$ cat src/rtl/tpdts_pkg.sv
// package for the triangle pixel depth test and shade block
// types and constants shared by the divider and the top level, and the top level's opcodes
package tpdts_pkg;

  localparam int unsigned ScreenWidth    = 512;
  localparam int unsigned ScreenHeight   = 512;
  localparam int unsigned WeightFracBits = 16;

  localparam int unsigned XBits   = $clog2(ScreenWidth);
  localparam int unsigned YBits   = $clog2(ScreenHeight);
  localparam int unsigned Pixels  = ScreenWidth * ScreenHeight;
  localparam int unsigned AddrW   = $clog2(Pixels);
  localparam int unsigned CrossW  = 36;
  localparam int unsigned NumW    = CrossW + WeightFracBits;
  localparam int unsigned WeightW = WeightFracBits + 1;
  localparam int unsigned DepthW  = 17;

  localparam logic [DepthW-1:0] FarDepth = DepthW'(65535);

  localparam logic OpLoad = 1'b0;
  localparam logic OpTest = 1'b1;

  typedef struct packed {
    logic            start;
    logic [NumW-1:0] num;
    logic [CrossW-1:0] den;
  } div_req_t;

endpackage

$ cat src/rtl/tpdts_div.sv
// restoring divider, one quotient bit per cycle, saturating at 2^WeightFracBits
// depends on tpdts_pkg
module tpdts_div import tpdts_pkg::*; (
  input  logic                clk_i,
  input  logic                rst_ni,
  input  div_req_t            req_i,
  output logic                done_o,
  output logic [WeightW-1:0]  quot_o
);

  localparam int unsigned CntW = $clog2(NumW + 1);

  logic [NumW-1:0]   num_q, num_d;
  logic [NumW-1:0]   quo_q, quo_d;
  logic [CrossW:0]   rem_q, rem_d;
  logic [CrossW-1:0] den_q, den_d;
  logic [CntW-1:0]   cnt_q, cnt_d;
  logic              busy_q, busy_d;
  logic              done_q, done_d;
  logic [CrossW:0]   sh;

  always_comb begin
    num_d = num_q; quo_d = quo_q; rem_d = rem_q; den_d = den_q;
    cnt_d = cnt_q; busy_d = busy_q; done_d = 1'b0;
    sh = {rem_q[CrossW-1:0], num_q[NumW-1]};
    if (req_i.start) begin
      num_d = req_i.num; den_d = req_i.den; rem_d = '0; quo_d = '0;
      cnt_d = CntW'(NumW); busy_d = 1'b1;
    end else if (busy_q) begin
      num_d = {num_q[NumW-2:0], 1'b0};
      if (sh >= {1'b0, den_q}) begin
        rem_d = sh - {1'b0, den_q};
        quo_d = {quo_q[NumW-2:0], 1'b1};
      end else begin
        rem_d = sh;
        quo_d = {quo_q[NumW-2:0], 1'b0};
      end
      cnt_d = cnt_q - 1'b1;
      if (cnt_q == CntW'(1)) begin
        busy_d = 1'b0; done_d = 1'b1;
      end
    end
  end

  always_ff @(posedge clk_i or negedge rst_ni) begin
    if (!rst_ni) begin
      busy_q <= 1'b0; done_q <= 1'b0; cnt_q <= '0;
    end else begin
      busy_q <= busy_d; done_q <= done_d; cnt_q <= cnt_d;
    end
  end

  always_ff @(posedge clk_i) begin
    num_q <= num_d; quo_q <= quo_d; rem_q <= rem_d; den_q <= den_d;
  end

  assign done_o = done_q;
  assign quot_o = (quo_q > NumW'(1 << WeightFracBits)) ?
                  WeightW'(1 << WeightFracBits) : quo_q[WeightW-1:0];

endmodule

$ cat config.mk
export PLATFORM = sky130hd
export DESIGN_NAME = tpdts_div
export DESIGN_NICKNAME = d
export VERILOG_FILES = /design/src/rtl/tpdts_pkg.sv /design/src/rtl/tpdts_div.sv
export SDC_FILE = /design/constraint.sdc
export NUM_CORES = 1
export LEC_CHECK = 0
export BUFFER_PORTS_ARGS = -buffer_cell sky130_fd_sc_hd__buf_2
export CAP_MARGIN = 20
export CORE_UTILIZATION = 38
export CTS_CLUSTER_DIAMETER = 60
export DETAILED_ROUTE_END_ITERATION = 8
export PLACE_DENSITY_LB_ADDON = 0.12
export REMOVE_ABC_BUFFERS = 1
export SLEW_MARGIN = 40
export SYNTH_ARGS = -nofsm -noshare
export SYNTH_HDL_FRONTEND = slang
export SYNTH_SLANG_ARGS = --single-unit
export TNS_END_PERCENT = 20
$ cat constraint.sdc
create_clock -name clk_i -period 3.9 [get_ports clk_i]
set_input_delay 0.195 -clock clk_i [delete_from_list [all_inputs] [get_ports clk_i]]
set_output_delay 0.195 -clock clk_i [all_outputs]
set_load 0.01 [all_outputs]
Word level (Yosys, flattened, before mapping). Index checks and enable logic that the tools add are counted.

Flip-flop bits (word level): 184. Latch bits: 0. Bits in writable memories: 0. ROM bits: 0. Input bits: 91. Output and inout bits: 18. Memories: 0.

Add/sub/neg operators: 2. Multipliers: 0. Divide/modulo/power cells: 0. Magnitude comparators: 2. Equality and inequality tests: 1. Shift operators: 0. Mux-type cells: 13. Bitwise logic cells: 0. Reduce and logical (&&, ||, !) cells: 1.

Operator list (count): $mux 52 (2); $gt 52x17->1 const B (1); $ge 37x36->1 (1); $mux 36 (1); $sub 36x36->36 (1); $mux 17 (1); $mux 6 (2); $mux 1 (7); $eq 6x1->1 const B (1); $sub 6x1->6 const B (1); $reduce_bool 2->1 (1).

Logic depth before layout (Yosys ltp). Gate-level depths: netlist of the first run.

Depth after elaboration: 4. Depth in mapped cells: 13.

Least setup slack after synthesis of the first run. No wires, ideal clock.

Path kind: flip-flop to flip-flop. Start point: register num_q[51]. End point: register rem_q[28]. Library setup time: 0.091 ns. Arrival time: 2.718 ns. Path slack: 1.091 ns. Stages on the path, launching flop included: 12. Period minus slack after synthesis: 2.809 ns. Cells stage by stage: edfxtp_1 -> inv_1 -> ha_1 -> fa_1 -> nand2b_1 -> a21o_1 -> a211o_1 -> a31oi_4 -> a31oi_1 -> nor4b_1 -> or4_1 -> a311oi_1.

Word-level cells in the longest chain between the ends: 2.

Ends and longest elaborated chain: from (decl) (RTL line tpdts_div.sv:13) `logic [NumW-1:0] num_q, num_d;`; from (signal assigned) (RTL line tpdts_div.sv:54) `num_q <= num_d; quo_q <= quo_d; rem_q <= rem_d; den_q <= den_d;`; $sub 36x36->36 or $ge 37x36->1 (tied branches) (RTL line tpdts_div.sv:32, tpdts_div.sv:31); $mux 36 * (RTL line tpdts_div.sv:31) `if (sh >= {1'b0, den_q}) begin`; to (signal assigned) (RTL line tpdts_div.sv:54); to (decl) (RTL line tpdts_div.sv:15) `logic [CrossW:0] rem_q, rem_d;`.

Every way passes the cells marked *; elsewhere a longest branch is shown, timed or not. A chain may end at the register's enable or synchronous reset.

Worst setup path in the final report of the first run. Same ends and word-level chain as after synthesis.

==> results.toml, run 1 <==
[run_status]
status = "finished clean"

[synthesis]
synth.area.top_cells = "edfxtp_1 (27%), dfxtp_1 (18%), mux2i_1 (6.6%)"
synth.distinct_cells = 78
synth_top_area_share_pct = 27.1
yosysSeqAreaShare_pct = 47.2
synthXorXnorAreaFrac_pct = 2.70
synthSimpleGateAreaFrac_pct = 14.6
synth_ff_type = "edfxtp_1"
synth.avg_cell_area_sq_um = 10.4
synth-async-reset-ratio_pct = 4.35
synth_top_family_by_area = "simple AND/OR/NAND/NOR gates"
muxShareOfSynthArea_pct = 12.6
synth-edff-count = 88
ys_ff_latch = 184
ys_warn_count = 0
syn_area_sq_um = 9750
synthCells = 940
synth_area_leader_cell = "edfxtp_1"
synthAdderAreaFrac_pct = 5.08
synth_compound_area_share_pct = 13.0

[timing]
min_period_over_period_pct = 79.7
setup_violations = 0
finalHoldViolations = 0
grt_setup_unrepaired = "no"
relSlewSlack_pct = 45.8
period_minus_slack_ps = 3110
fmaxAchievable_mhz = 322
tightest_slew_ps = 802
setup_slack_ps = 792
final-max-slew-violation-count = 0
finalClockSkew_ps = 16.1

[floorplanning]
core.rowCount = 58
io_pins = 109
start_util_pct = 38.7
fp.dieH_um = 162
fp.dieW_um = 162
dieArea_sq_um = 26300
coreArea_sq_um = 25200

[drt]
drt_iter0_markers = 380
num_vias = 7163
antenna_left = 0
avgRoutedWirePerCell_um = 15.2
viasPerCell = 5.09
routed_wl_um = 21400
route.detailed.drc = 0
first_pass_iters = 5

[cts]
cts.clk_slew.worst_paths_ps = 80
cts-buffers-inserted = 17
cts-htree-levels = 4
ctsResizeCount = 0
cts_sinks = 184
root_buffer = "clkbuf_16"
cts_buffer_depth = 2
clkLatencyLatePin_ps = 440
cts_tree = "yes"
post_cts_buffers = 0

[final_layout]
syn_to_final_growth_pct = 17.9
drive_gt1_share_pct = 20.0
stdcell_count = 1408
final_cell_mix = "nor2_1 (116), buf_2 (107), edfxtp_1 (88), dfxtp_1 (88), mux2i_1 (64)"
fin_nets = 1195
final_common_cell = "nor2_1"
antenna_cells = 0

[power_and_ir_drop]
p_leak_uw = 0.00504
p_seq_share_pct = 50.1
p_clk_share_pct = 40.8
p_comb_share_pct = 9.1
switchingPower_uw = 1110
intPower_uw = 3190
vdd_ir_drop_max_mv = 0.261
power.density_nw_per_um2 = 375
swShare_pct = 25.9

[place]
port_buffers = 108
pre_cts_ws_ps = 786
place_congestion = 0.852
hpwl_um = 14600
placed_cells = 1339

[critical_path]
critPathMaxFanout = 3
cp.arrival_ps = 3450
startpoint_type = "flop"
reg2reg_depth = 11
critical_path_class = "reg2reg"
cp-end-kind = "flop"
cp.required_ps = 4240

[worst_hold_path]
min_path_cells = 2
hold_path.class = "in2reg"

[job]
drv_cap = 0

[global_routing]
grt.overflow.total = 0
grt_pass1_vias = 7116
grt_max_degree = 96
track_usage_pct = 17.0
grt_pass1_wl_um = 35700
antenna_found_initial = 2
## sequential cells by signal (all words and copies together), names as in the netlist
signal	count
busy_q	1
cnt_q	6
den_q	36
rem_q	36
done_o	1
num_q	52
quo_q	52
## critical path, cell delays in order, from the launching register on
cell and delay [ps]:
edfxtp_1 350, inv_1 50, ha_1 210, fa_1 410
nand2b_1 180, a21o_1 200, a211o_1 300, a31oi_4 220
a31oi_1 190, nor4b_1 190, or4_1 470, a311oi_1 270
## synthesized netlist by cell type (all sizes together) (6+ instances only)
master and count:
nor2 117, dfxtp 88, edfxtp 88, mux2i 64, nand2 55, inv 52, mux2 52, a21oi 41
ha 38, clkbuf 29, o21ai 26, and2 22, a211oi 18, buf 18, xnor2 18, nand2b 16
a311oi 15, nand4 14, nor4 14, a21o 13, nand3 13, nor3 13, xor2 12, o21a 9
dfrtp 8, o211ai 8, a31oi 7, o21bai 6
## cell families after synthesis
group,after synthesis
AOI/OAI and AO/OA,177
xor gates and xnor gates,30
adders and majority gates,39
buffers and inverters,99
DFF,184
muxes,116
and+or+nand+nor,295
## area by class of cell
class	count	area, sq um
Clock buffer	17	425
Clock inverter	15	174
Fill cell	2450	13700
Inverter	52	198
Multi-Input combinational cell	657	4680
Sequential cell	184	4610
Tap cell	330	413
Timing Repair Buffer	153	990
## through the flow
step | instance area, sq um | util, % | total power, uW | setup TNS [ps] | hold slack (ps)
final | 11500 | 45.6 | 4310 | 0 | 32.5
after global routing | 11500 | 45.6 | 4490 | 0 | 29.2
after CTS | 11500 | 45.6 | 4370 | 0 | 5.66
after detailed placement | 10500 | 41.8 | 2570 | 0 | 56.8
after global placement | 10500 | 41.8 | 2570 | 0 | 57.0
after floorplan | 9480 | - | 2430 | -43380 | -101
## worst paths after layout
kind / startpoint / end / slack [ps]
min: req_i[36] / num_q[0] / 30
max: num_q[51] / rem_q[28] / 790
max in group asynchronous: rst_ni / busy_q / 3570
min reg2reg: rem_q[19] / rem_q[20] / 500
min in group asynchronous: rst_ni / cnt_q[0] / 130
max reg2reg: num_q[51] / rem_q[28] / 790
## routing by layer
metal  wire (um)  global-route usage, %
met1       10300                   22.1
met4         176                   3.90
met3         894                   4.03
met5          27                      0
met2       10000                   28.4
## power by group through the flow
stage / Combinational [uW] / Sequential [uW] / Clock (uW)
after floorplan: 232 / 2190 / 0
after global placement: 364 / 2200 / 0
after detailed placement: 366 / 2200 / 0
after CTS: 397 / 2160 / 1810
after global routing: 437 / 2170 / 1880
final: 392 / 2160 / 1760
## timing repair
action / in CTS / in global routing
hold buffers: 37 / 0
endpoints found under the setup margin: 0 / 0
hold endpoints to repair: 44 / 0
No activity file was read; power rests on OpenSTA's default activity.
==> run 2, diff against run 1 <==
==> constraint.sdc (replaced) <==
create_clock -name clk_i -period 3.2 [get_ports clk_i]
set_input_delay 0.16 -clock clk_i [delete_from_list [all_inputs] [get_ports clk_i]]
set_output_delay 0.16 -clock clk_i [all_outputs]
set_load 0.01 [all_outputs]
==> run 2 against run 1 <==
Net effect: first-iteration DRC count increased by 9.2%; final area rose by 2.6%; register-to-register slack worse by 590 ps; clock power rose by 22%; non-clock buffer count up 28; global-route usage grew 0.067 points; count of clock-buffer cells in the layout stayed put; cell count increased by 2.1%; sequential share of layout area is 1.0 points lower; core utilization grew 1.2 points; critical endpoint unchanged; hold slack worse by 18 ps.
==> results.toml, run 2 (same netlist as run 1, synthesis figures left out) <==
[critical_path]
startpoint_type = "flop"
rrSetupSlack_ps = 200
cp.arrival_ps = 3360
r2r-start = "num_q[51]"
reg2reg_depth = 11
critical_path_class = "reg2reg"
r2r-end = "rem_q[28]"
critPathMaxFanout = 3
cp.required_ps = 3560
cp-end-kind = "flop"

[final_layout]
final_cell_mix = "nor2_1 (116), buf_2 (107), edfxtp_1 (88), dfxtp_1 (88), mux2i_1 (64)"
reg_top3 = "num_q x52, quo_q x52"
fillers = 2364
fin_nets = 1223
final_common_cell = "nor2_1"
utilization_pct = 46.8
stdcell_count = 1437
syn_to_final_growth_pct = 21.0
drive_gt1_share_pct = 20.8
design_area_sq_um = 11800

[global_routing]
grt.overflow.total = 0
antenna_found_initial = 3
grt_pass1_wl_um = 36000
track_usage_pct = 17.1
grt_pass1_vias = 7182
grt_max_degree = 134

[floorplanning]
coreArea_sq_um = 25200
fp.dieH_um = 162
core.rowCount = 58
start_util_pct = 38.7
fp.dieW_um = 162
io_pins = 109
dieArea_sq_um = 26300

[timing]
min_period_over_period_pct = 93.8
period_minus_slack_ps = 3000
finalClockSkew_ps = 14.1
setup_slack_ps = 199
final-max-slew-violation-count = 0
finalHoldViolations = 0
finalSetupTns_ps = 0
setup_violations = 0
tightest_slew_ps = 687
fmaxAchievable_mhz = 333
grt_setup_unrepaired = "no"
relSlewSlack_pct = 53.8

[run_status]
status = "finished clean"

[worst_hold_path]
min_path_cells = 2
hold_path.class = "in2reg"
hp-start = "req_i[41]"
hold_end = "num_q[5]"

[cts]
cts-htree-levels = 4
cts_sinks = 184
clkLatencyLatePin_ps = 450
cts_tree = "yes"
cts-buffers-inserted = 17
cts.clk_slew.worst_paths_ps = 90
root_buffer = "clkbuf_16"
post_cts_buffers = 0
cts_buffer_depth = 2

[drt]
drt_iter0_markers = 415
route.detailed.drc = 0
routed_wl_um = 21500
first_pass_iters = 7
avgRoutedWirePerCell_um = 15.0
num_vias = 7284
antenna_left = 0
viasPerCell = 5.07

[place]
placed_cells = 1349
place_area_sq_um = 10600
place_congestion = 0.851
pre_cts_ws_ps = 157
port_buffers = 108
hpwl_um = 14700

[power_and_ir_drop]
power.density_nw_per_um2 = 447
p_leak_uw = 0.00518
vdd_ir_drop_max_mv = 0.283

[job]
drv_cap = 0
[run 2: worst max-delay path by stage]
stage,startpoint,slack [ps],endpoint,depth (start not counted)
CTS,num_q[51],130,rem_q[28],11
detailed placement,num_q[51],160,rem_q[28],11
finish,num_q[51],200,rem_q[28],11
global placement,num_q[51],210,rem_q[28],11
floorplan,busy_q,-1530,num_q[0],2
global route,num_q[51],20,rem_q[28],11
[run 2: timing repair]
item                                    CTS  global route
endpoints found under the hold margin    61             1
endpoints found under the setup margin    0             2
hold buffers                             54             1
gates resized for setup                   0             4
[run 2: critical path, cell delays in order, from the launching register on]
cell	delay [ps]
edfxtp_1	350
inv_1	50
ha_1	210
fa_1	410
nand2b_1	180
a21o_1	200
a211o_1	290
a31oi_4	200
a31oi_4	130
nor4b_1	180
or4_1	490
a311oi_2	230
[run 2: metal layers]
| metal | track usage, % | part of all wire [%] |
|---|---|---|
| met4 | 5.27 | 1.4 |
| met2 | 27.5 | 47 |
| met5 | 0 | 0.13 |
| met3 | 3.86 | 3.6 |
| met1 | 22.7 | 48 |
[run 2: area by class of cell]
| cell class | instances | area (sq um) | area share, % |
|---|---|---|---|
| inverters | 52 | 195 | 1.66 |
| flip-flops and latches | 184 | 4610 | 39.1 |
| clock inverters | 15 | 173 | 1.46 |
| diodes | 1 | 2.50 | 0.0212 |
| repair buffers | 181 | 1260 | 10.7 |
| multi-input cells | 657 | 4710 | 40.0 |
| well taps | 330 | 413 | 3.50 |
| clock buffers | 17 | 425 | 3.61 |
[run 2: report_power, final]
group          total, uW  switching, uW  internal, uW  leakage, uW
logic                499            244           254      0.00318
clock network       2140           1080          1060     0.000289
registers           2630           37.9          2590      0.00170
total               5270           1360          3900      0.00518
[run 2: metrics by stage]
stage | total power (uW) | hold slack (ps)
after floorplan | 2960 | -136
after global placement | 3130 | 21.2
after detailed placement | 3130 | 24.8
after CTS | 5350 | 0.868
after global routing | 5490 | 3.73
final | 5270 | 14.7
